[config.mk]
export PLATFORM = sky130hd
export DESIGN_NAME = tad_cell
export DESIGN_NICKNAME = d
export VERILOG_FILES = /design/src/tad_pkg.sv /design/src/tad_cell.sv
export SDC_FILE = /design/constraint.sdc
export NUM_CORES = 1
export LEC_CHECK = 0
export BUFFER_PORTS_ARGS = -buffer_cell sky130_fd_sc_hd__buf_2
export CAP_MARGIN = 20
export CORE_MARGIN = 2
export CORE_UTILIZATION = 45
export DETAILED_ROUTE_END_ITERATION = 7
export PLACE_DENSITY = 0.75
export SLEW_MARGIN = 5
export SYNTH_ARGS = -nofsm -noshare
export SYNTH_HDL_FRONTEND = slang
export SYNTH_SLANG_ARGS = --single-unit
[constraint.sdc]
create_clock -name i_clk -period 4.1 [get_ports i_clk]
set_input_delay 1.025 -clock i_clk [delete_from_list [all_inputs] [get_ports i_clk]]
set_output_delay 1.025 -clock i_clk [all_outputs]
set_load 0.05 [all_outputs]
[src/tad_pkg.sv]
// shared types and constants for the twist to ackermann drive block
// no dependencies
package tad_pkg;
    localparam int ZW = 34;
    localparam int XYW = 42;
    localparam int SW = 16;
    localparam int DW = 16;
    localparam int FB = 11;
    localparam int STW = 11;
    localparam int NSTEP = 16;
    localparam int SQW = 33;
    localparam int RW = 17;
    localparam logic [19:0] STEER_SCALE = 20'd633500;
    localparam int SCALE_SH = 51 - FB;

    typedef enum logic [1:0] {
        CFG_MAX_FWD = 2'd0,
        CFG_MAX_REV = 2'd1,
        CFG_WHEELBASE = 2'd2
    } t_cfg_idx;

    typedef struct packed {
        logic valid;
        logic neg_x;
        logic flip;
        logic live;
        logic [DW-1:0] ax;
        logic [DW-2:0] lim_f;
        logic [DW-2:0] lim_r;
    } t_ctl;

    function automatic logic [ZW-1:0] atan_unit(input logic [4:0] i);
        logic [ZW-1:0] r;
        begin
            case (i)
                5'd0: r = 34'd536870912;
                5'd1: r = 34'd316933406;
                5'd2: r = 34'd167458907;
                5'd3: r = 34'd85004756;
                5'd4: r = 34'd42667331;
                5'd5: r = 34'd21354465;
                5'd6: r = 34'd10679838;
                5'd7: r = 34'd5340245;
                5'd8: r = 34'd2670163;
                5'd9: r = 34'd1335087;
                5'd10: r = 34'd667544;
                5'd11: r = 34'd333772;
                5'd12: r = 34'd166886;
                5'd13: r = 34'd83443;
                5'd14: r = 34'd41722;
                5'd15: r = 34'd20861;
                5'd16: r = 34'd10430;
                5'd17: r = 34'd5215;
                5'd18: r = 34'd2608;
                5'd19: r = 34'd1304;
                5'd20: r = 34'd652;
                5'd21: r = 34'd326;
                5'd22: r = 34'd163;
                5'd23: r = 34'd81;
                5'd24: r = 34'd41;
                5'd25: r = 34'd20;
                5'd26: r = 34'd10;
                5'd27: r = 34'd5;
                5'd28: r = 34'd3;
                5'd29: r = 34'd1;
                5'd30: r = 34'd1;
                default: r = 34'd0;
            endcase
            return r;
        end
    endfunction
endpackage

[src/tad_cell.sv]
// one pipeline cell: a cordic vectoring step and a restoring square root step
// depends on tad_pkg
module tad_cell import tad_pkg::*; #(
    parameter int STEP = 0
) (
    input  logic                  i_clk,
    input  logic                  i_rst_n,
    input  logic                  i_en,
    input  t_ctl                  i_ctl,
    input  logic signed [XYW-1:0] i_x,
    input  logic signed [XYW-1:0] i_y,
    input  logic signed [ZW-1:0]  i_z,
    input  logic [SQW-1:0]        i_rem,
    input  logic [RW-1:0]         i_root,
    input  logic [SQW-1:0]        i_n,
    output t_ctl                  o_ctl,
    output logic signed [XYW-1:0] o_x,
    output logic signed [XYW-1:0] o_y,
    output logic signed [ZW-1:0]  o_z,
    output logic [SQW-1:0]        o_rem,
    output logic [RW-1:0]         o_root,
    output logic [SQW-1:0]        o_n
);
    localparam int BITP = 2 * (NSTEP - 1 - STEP);
    t_ctl r_ctl;
    logic signed [XYW-1:0] r_x, r_y, n_x, n_y;
    logic signed [ZW-1:0] r_z, n_z;
    logic [SQW-1:0] r_rem, r_n, n_rem;
    logic [RW-1:0] r_root, n_root;
    logic [SQW+1:0] trial, cur;

    always_comb begin
        if (i_y >= 0) begin
            n_x = i_x + (i_y >>> STEP);
            n_y = i_y - (i_x >>> STEP);
            n_z = i_z + $signed(atan_unit(5'(STEP)));
        end else begin
            n_x = i_x - (i_y >>> STEP);
            n_y = i_y + (i_x >>> STEP);
            n_z = i_z - $signed(atan_unit(5'(STEP)));
        end
        cur = {i_rem, 2'(i_n >> BITP)};
        trial = {(SQW+2-RW-2)'(0), i_root, 2'b01};
        if (cur >= trial) begin
            n_rem = SQW'(cur - trial);
            n_root = {i_root[RW-2:0], 1'b1};
        end else begin
            n_rem = SQW'(cur);
            n_root = {i_root[RW-2:0], 1'b0};
        end
    end

    always_ff @(posedge i_clk) begin
        if (!i_rst_n) begin
            r_ctl.valid <= 1'b0;
        end else if (i_en) begin
            r_ctl <= i_ctl;
        end
        if (i_en) begin
            r_x <= n_x;
            r_y <= n_y;
            r_z <= n_z;
            r_rem <= n_rem;
            r_root <= n_root;
            r_n <= i_n;
        end
    end

    assign o_ctl = r_ctl;
    assign o_x = r_x;
    assign o_y = r_y;
    assign o_z = r_z;
    assign o_rem = r_rem;
    assign o_root = r_root;
    assign o_n = r_n;
endmodule

==> flow_summary_export.csv, run 1 <==
group,metric,value,unit
outcome,status,"finished clean",
floorplan,io_pins,505,
logic_synthesis,yosys.cell_types.count,75,
detailed_routing,drc_errors,0,
logic_synthesis,synth_xor_area_frac,0.0603,
clock_tree,clock_path_buffers,3,
logic_synthesis,avgSynthCellArea,10.2,sq um
global_route,antenna_found_initial,29,
timing,finClkSkew,0,ns
power,max-vdd-ir-drop,0.357,mV
setup_path,worst_setup_path_end_kind,"flop",
clock_tree,post-cts-setup-buffer-count,0,
worst_hold_path,hold_class,"flop to flop",
setup_path,cp_max_fo,4,
logic_synthesis,ys_seq_area_frac,0.453,
timing,slew_headroom,0.424,
logic_synthesis,synth_top_family_by_area,"compound AO/OA/AOI/OAI gates",
setup_path,path_cells,"buf_2, ha_1, fa_1, nor3b_1, o311ai_1, buf_4, a21oi_2, nor3_2, o31ai_4, a221oi_1, or4b_4, nand2_1, a311oi_1, xnor2_1",
floorplan,fp.dieW,196,um
timing,worstMarginPinSlew,0.865,ns
layout,multi_input_area,8200,sq um
clock_tree,insertion_delay,0.57,ns
floorplan,fp.dieArea,38300,sq um
detailed_routing,vias,16000,
timing,fin_crit,3.86,ns
global_route,grt_usage,0.356,
timing,final-setup-viol-count,0,
timing,fin_crit_sh,0.941,
floorplan,start_util,0.454,
detailed_routing,avgRoutedWirePerCell,24.9,um
timing,fin_ws,0.240,ns
logic_synthesis,ys.flop_type,"edfxtp_1",
setup_path,cp.arrival,4.17,ns
layout,drive_above_1_share,0.338,
layout,fillers,3149,
setup_path,start_kind,"input pin",
setup_path,worst_path_largest_cell_delay,0.50,ns
clock_tree,cts.sinks,250,
clock_tree,root_buffer,"clkbuf_16",
clock_tree,cts_buffers,28,
timing,final_hold_viol_count,0,
power,switching_share,0.383,
layout,ff_latch_area,7500,sq um
logic_synthesis,syn_area,16500,sq um
place,pre_cts_ws,-0.283,ns
layout,layout_commonest_cell,"buf_2",
timing,report.final.slew_viol_count,0,
power,p_total,0.00930,W
power,p_per_area,420,nW/um^2
layout,final_cell_mix,"buf_2 (502), edfxtp_1 (249), buf_4 (224)",
logic_synthesis,synthMuxAreaShare,0.0195,
place,gp_congestion,1.04,
logic_synthesis,synth_edf_count,249,
logic_synthesis,synthSimpleGateAreaFrac,0.0974,
logic_synthesis,yosysWarnings,0,
detailed_routing,drtIter0Drc,1422,
logic_synthesis,async_flop_share,0,
global_route,grt_pass1_vias,15900,
detailed_routing,viasPerCell,5.66,
global_route,grt_max_degree,105,
power,comb_power_share,0.363,
logic_synthesis,synthAdderAreaFrac,0.126,
clock_tree,path_clk_slew,0.06,ns
floorplan,core-area,36400,sq um
floorplan,num_rows,70,
global_route,grt_pass1_wl,101000,um
logic_synthesis,synth-compound-area-share,0.193,
setup_path,worstPathRequired,4.41,ns
place,dp_hpwl,57600,um
global_route,gr-total-overflow,0,
detailed_routing,firstDrtPassIters,5,
timing,grt_setup_unrepaired,"no",
power,p_seq_frac,0.357,
logic_synthesis,synth_top_cell_by_area,"edfxtp_1",
power,power_frac_clock,0.280,
logic_synthesis,synth_cells,1626,
clock_tree,cts_tree,"yes",
detailed_routing,ant_nets,0,
floorplan,die_h,196,um
setup_path,critical_path_class,"input pin to flop",
clock_tree,htree_levels,1,
clock_tree,holdBufCountCts,0,
setup_path,cp_slowest_cell,"a221oi_1",
layout,nNetsFinal,2743,
layout,area_growth_syn_to_layout,34.0,%
logic_synthesis,syn-num-nets,2044,
logic_synthesis,synth.area.top_cells,"edfxtp_1 (45%), ha_1 (12%), a21oi_1 (6.0%)",
logic_synthesis,synth_top_area_frac,0.452,
detailed_routing,wirelength,70500,um
place,io_buffers,504,
job,maxCapViolCount,0,
logic_synthesis,ys_seq_elements,250,
clock_tree,cts_resized,0,
setup_path,cp.buffers_inverters,2,
power,p_int,0.00574,W
timing,max_freq,259,MHz
power,switching_power,0.00357,W
setup_path,cp_top_family,"compound AO/OA/AOI/OAI gates",
power,p_leak,10.0,nW
metrics by stage:
stage	instance area [sq um]	TNS, ns	utilization	cells	hold WS, ns
2_1_floorplan	16500	0	-	1626	0.743
3_3_place_gp	21200	-2.61	0.581	2763	0.508
3_5_place_dp	21200	-4.35	0.581	2763	0.505
4_1_cts	22100	0	0.607	2814	0.524
5_1_grt	22200	0	0.608	2828	0.543
6_report	22200	0	0.608	2834	0.522
flip-flops by register name (all words and copies together), names as in the netlist:
register  count
o_ctl        50
o_n          33
o_rem        33
o_root       17
o_x          42
o_y          41
o_z          34
synthesized netlist by cell type (11+ instances only):
master	count
nand4_1	25
a21o_1	28
buf_1	13
mux2i_1	30
nor3_1	34
nand2_1	77
xor2_1	19
xnor2_1	95
nor4_1	15
ha_1	160
o21ai_0	109
nand3_1	19
nor2b_1	18
a21boi_0	11
inv_1	153
o21bai_1	42
nand2b_1	15
a21oi_1	200
o211ai_1	11
o31ai_1	14
clkbuf_1	40
a211oi_1	15
edfxtp_1	249
nor2_1	93
power by group through the flow:
| stage | Combinational, W | Clock, W | Sequential [W] |
|---|---|---|---|
| after detailed placement | 0.00332 | 0 | 0.00337 |
| final | 0.00338 | 0.00261 | 0.00332 |
| after global placement | 0.00332 | 0 | 0.00337 |
| after CTS | 0.00334 | 0.00265 | 0.00332 |
| after floorplan | 0.00105 | 0 | 0.00436 |
| after global routing | 0.00354 | 0.00273 | 0.00334 |
layer usage:
layer  vias to the layer above  track usage  wire, um
li1                       7335            -         -
met1                      7774        0.430     27200
met2                       754        0.604     34100
met3                       158       0.0724      5450
met4                         8        0.182      3600
met5                         -            0        68
cell families after synthesis:
logic type | Yosys count
mux | 32
buf+inv | 222
simple gates | 330
xor+xnor | 114
flops | 250
fa+ha+maj | 164
compound gates | 514
path summary, 6_finish.rpt:
check | startpoint | to | slack [ns] | cells after the start
max | i_y[0] | o_y[32] | 0.24 | 14
min | o_ctl[49] | o_ctl[49] | 0.52 | 2
max reg2reg | o_ctl[49] | o_ctl[49] | 3.51 | 2
min reg2reg | o_ctl[49] | o_ctl[49] | 0.52 | 2
worst register-to-register path, delay by kind of cell (launching register included):
family / cells / cell delay [ns]
flip-flops: 1 / 0.30
multiplexers: 1 / 0.11
AND/OR/NAND/NOR: 1 / 0.06
final cells by class:
class	instances	share of cell area
Multi-Input combinational cell	1154	0.370
Timing Repair Buffer	731	0.193
Tap cell	468	0.0264
Sequential cell	250	0.338
Clock inverter	16	0.00977
Inverter	160	0.0271
Clock buffer	35	0.0328
Antenna cell	20	0.00226
Note: power is estimated with default switching activity, not from simulation.
==> run 2, diff against run 1 <==
==> config.mk (replaced) <==
export PLATFORM = sky130hd
export DESIGN_NAME = tad_cell
export DESIGN_NICKNAME = d
export VERILOG_FILES = /design/src/tad_pkg.sv /design/src/tad_cell.sv
export SDC_FILE = /design/constraint.sdc
export NUM_CORES = 1
export LEC_CHECK = 0
export CAP_MARGIN = 20
export CORE_MARGIN = 2
export CORE_UTILIZATION = 45
export DETAILED_ROUTE_END_ITERATION = 7
export DONT_BUFFER_PORTS = 1
export PLACE_DENSITY = 0.63
export SYNTH_ARGS = -nofsm -noshare
export SYNTH_HDL_FRONTEND = slang
export SYNTH_SLANG_ARGS = --single-unit
==> flow_summary_export.csv, run 2 (synthesis results as in run 1) <==
group,metric,value,unit
timing,report.final.slew_viol_count,0,
layout,nNetsFinal,2150,
layout,largest_reg_flops,50,
clock_tree,clock_path_buffers,3,
setup_path,cp_slowest_cell,"or4_1",
timing,final_hold_viol_count,0,
clock_tree,insertion_delay,0.58,ns
place,gp_congestion,0.997,
global_route,antenna_found_initial,10,
setup_path,worst_setup_path_end_kind,"flop",
clock_tree,cts_buffers,29,
setup_path,cp_max_fo,4,
timing,final-setup-viol-count,0,
clock_tree,htree_levels,1,
place,placed_area,17900,sq um
timing,worstMarginPinSlew,0.938,ns
job,maxCapViolCount,0,
setup_path,critical_path_class,"input pin to flop",
worst_hold_path,whs_path_depth,0,
floorplan,core-area,36400,sq um
detailed_routing,vias,13500,
detailed_routing,viasPerCell,6.05,
setup_path,start_kind,"input pin",
clock_tree,post-cts-setup-buffer-count,0,
floorplan,fp.dieW,196,um
global_route,grt_usage,0.325,
layout,final_cell_mix,"edfxtp_1 (249), a21oi_1 (200), ha_1 (160)",
power,p_total,0.00890,W
detailed_routing,drtIter0Drc,1073,
worst_hold_path,hold_class,"input pin to flop",
power,max-vdd-ir-drop,0.305,mV
clock_tree,cts_tree,"yes",
timing,slew_headroom,0.376,
worst_hold_path,min_from,"i_n[19]",
layout,fin_area,19000,sq um
detailed_routing,ant_nets,0,
power,comb_power_share,0.185,
floorplan,die_h,196,um
worst_hold_path,holdPathEnd,"o_n[19]",
global_route,grt_pass1_wl,91100,um
layout,area_growth_syn_to_layout,14.6,%
outcome,status,"finished clean",
timing,grt_setup_unrepaired,"no",
setup_path,reg2reg_depth,2,
detailed_routing,avgRoutedWirePerCell,29.0,um
clock_tree,path_clk_slew,0.07,ns
floorplan,io_pins,505,
power,switching_share,0.378,
floorplan,start_util,0.454,
setup_path,cp.arrival,4.16,ns
power,p_seq_frac,0.502,
place,pre_cts_ws,-0.292,ns
layout,fillers,3312,
setup_path,reg2reg_from,"o_ctl[49]",
power,switching_power,0.00336,W
timing,fin_crit_sh,0.933,
detailed_routing,wirelength,64700,um
power,p_per_area,469,nW/um^2
setup_path,worstPathRequired,4.43,ns
power,power_frac_clock,0.312,
place,io_buffers,0,
setup_path,r2r-end,"o_ctl[49]",
global_route,grt_max_degree,203,
layout,drive_above_1_share,0.115,
clock_tree,holdBufCountCts,0,
timing,fin_crit,3.82,ns
global_route,grt_pass1_vias,12900,
clock_tree,cts.sinks,250,
power,p_int,0.00554,W
setup_path,worst_path_largest_cell_delay,0.59,ns
place,dp_hpwl,52200,um
timing,holdWs,0.531,ns
detailed_routing,firstDrtPassIters,6,
setup_path,path_cells,"inv_1, ha_1, or4_1, nand2b_1, a21oi_2, nor3_2, o31ai_4, a221oi_1, buf_4, or4b_4, o41a_1, a2bb2oi_1, xnor2_1",
timing,fin_ws,0.275,ns
power,p_leak,7.61,nW
floorplan,num_rows,70,
layout,layout_commonest_cell,"edfxtp_1",
timing,max_freq,261,MHz
timing,finClkSkew,0,ns
timing,fin_tns_setup,0,ns
global_route,gr-total-overflow,0,
setup_path,startpoint,"i_x[13]",
floorplan,fp.dieArea,38300,sq um
detailed_routing,drc_errors,0,
clock_tree,root_buffer,"clkbuf_16",
clock_tree,cts_resized,0,
setup_path,r2r_slack,2.96,ns
run 2: routing by layer:
| metal | vias to the layer above | share of wire | global-route usage |
|---|---|---|---|
| met5 | - | 0.00088 | 0 |
| met4 | 8 | 0.038 | 0.121 |
| met3 | 113 | 0.096 | 0.0956 |
| met2 | 685 | 0.49 | 0.559 |
| met1 | 6537 | 0.38 | 0.386 |
| li1 | 6147 | - | - |
run 2: worst max path at each step:
stage,endpoint,slack [ns],depth (start not counted)
after global routing,o_y[35],0.16,14
after detailed placement,o_y[40],-0.29,13
after floorplan,o_y[40],0.10,12
after CTS,o_y[40],0.31,13
final,o_y[40],0.28,13
after global placement,o_y[40],-0.22,13
run 2: per-stage QoR:
| step | cells | utilization |
|---|---|---|
| final | 2230 | 0.521 |
| after global routing | 2226 | 0.520 |
| after CTS | 2222 | 0.520 |
| after detailed placement | 2168 | 0.491 |
| after global placement | 2168 | 0.491 |
| after floorplan | 1626 | - |
run 2: power groups by stage:
stage               Clock [W]  Combinational (W)  Sequential [W]
floorplan                   0            0.00105         0.00436
global placement            0            0.00161         0.00452
detailed placement          0            0.00160         0.00451
CTS                   0.00283            0.00162         0.00448
global route          0.00291            0.00179         0.00447
finish                0.00278            0.00165         0.00447
run 2: final cells by class:
class                   count  area [sq um]  share of cell area
flip-flops and latches    250          7500               0.395
multi-input cells        1154          8200               0.432
clock buffers              32           737              0.0388
well taps                 468           586              0.0309
clock inverters            22           289              0.0152
inverters                 160           601              0.0317
diodes                      7          17.5            0.000923
repair buffers            137          1040              0.0549
run 2: worst max-delay path, delay by kind of cell:
| kind | cells | cell delay, ns |
|---|---|---|
| and+or+nand+nor | 4 | 1.39 |
| AOI/OAI and AO/OA | 5 | 1.08 |
| adders and majority gates | 1 | 0.31 |
| buffers and inverters | 2 | 0.19 |
| xor gates and xnor gates | 1 | 0.13 |
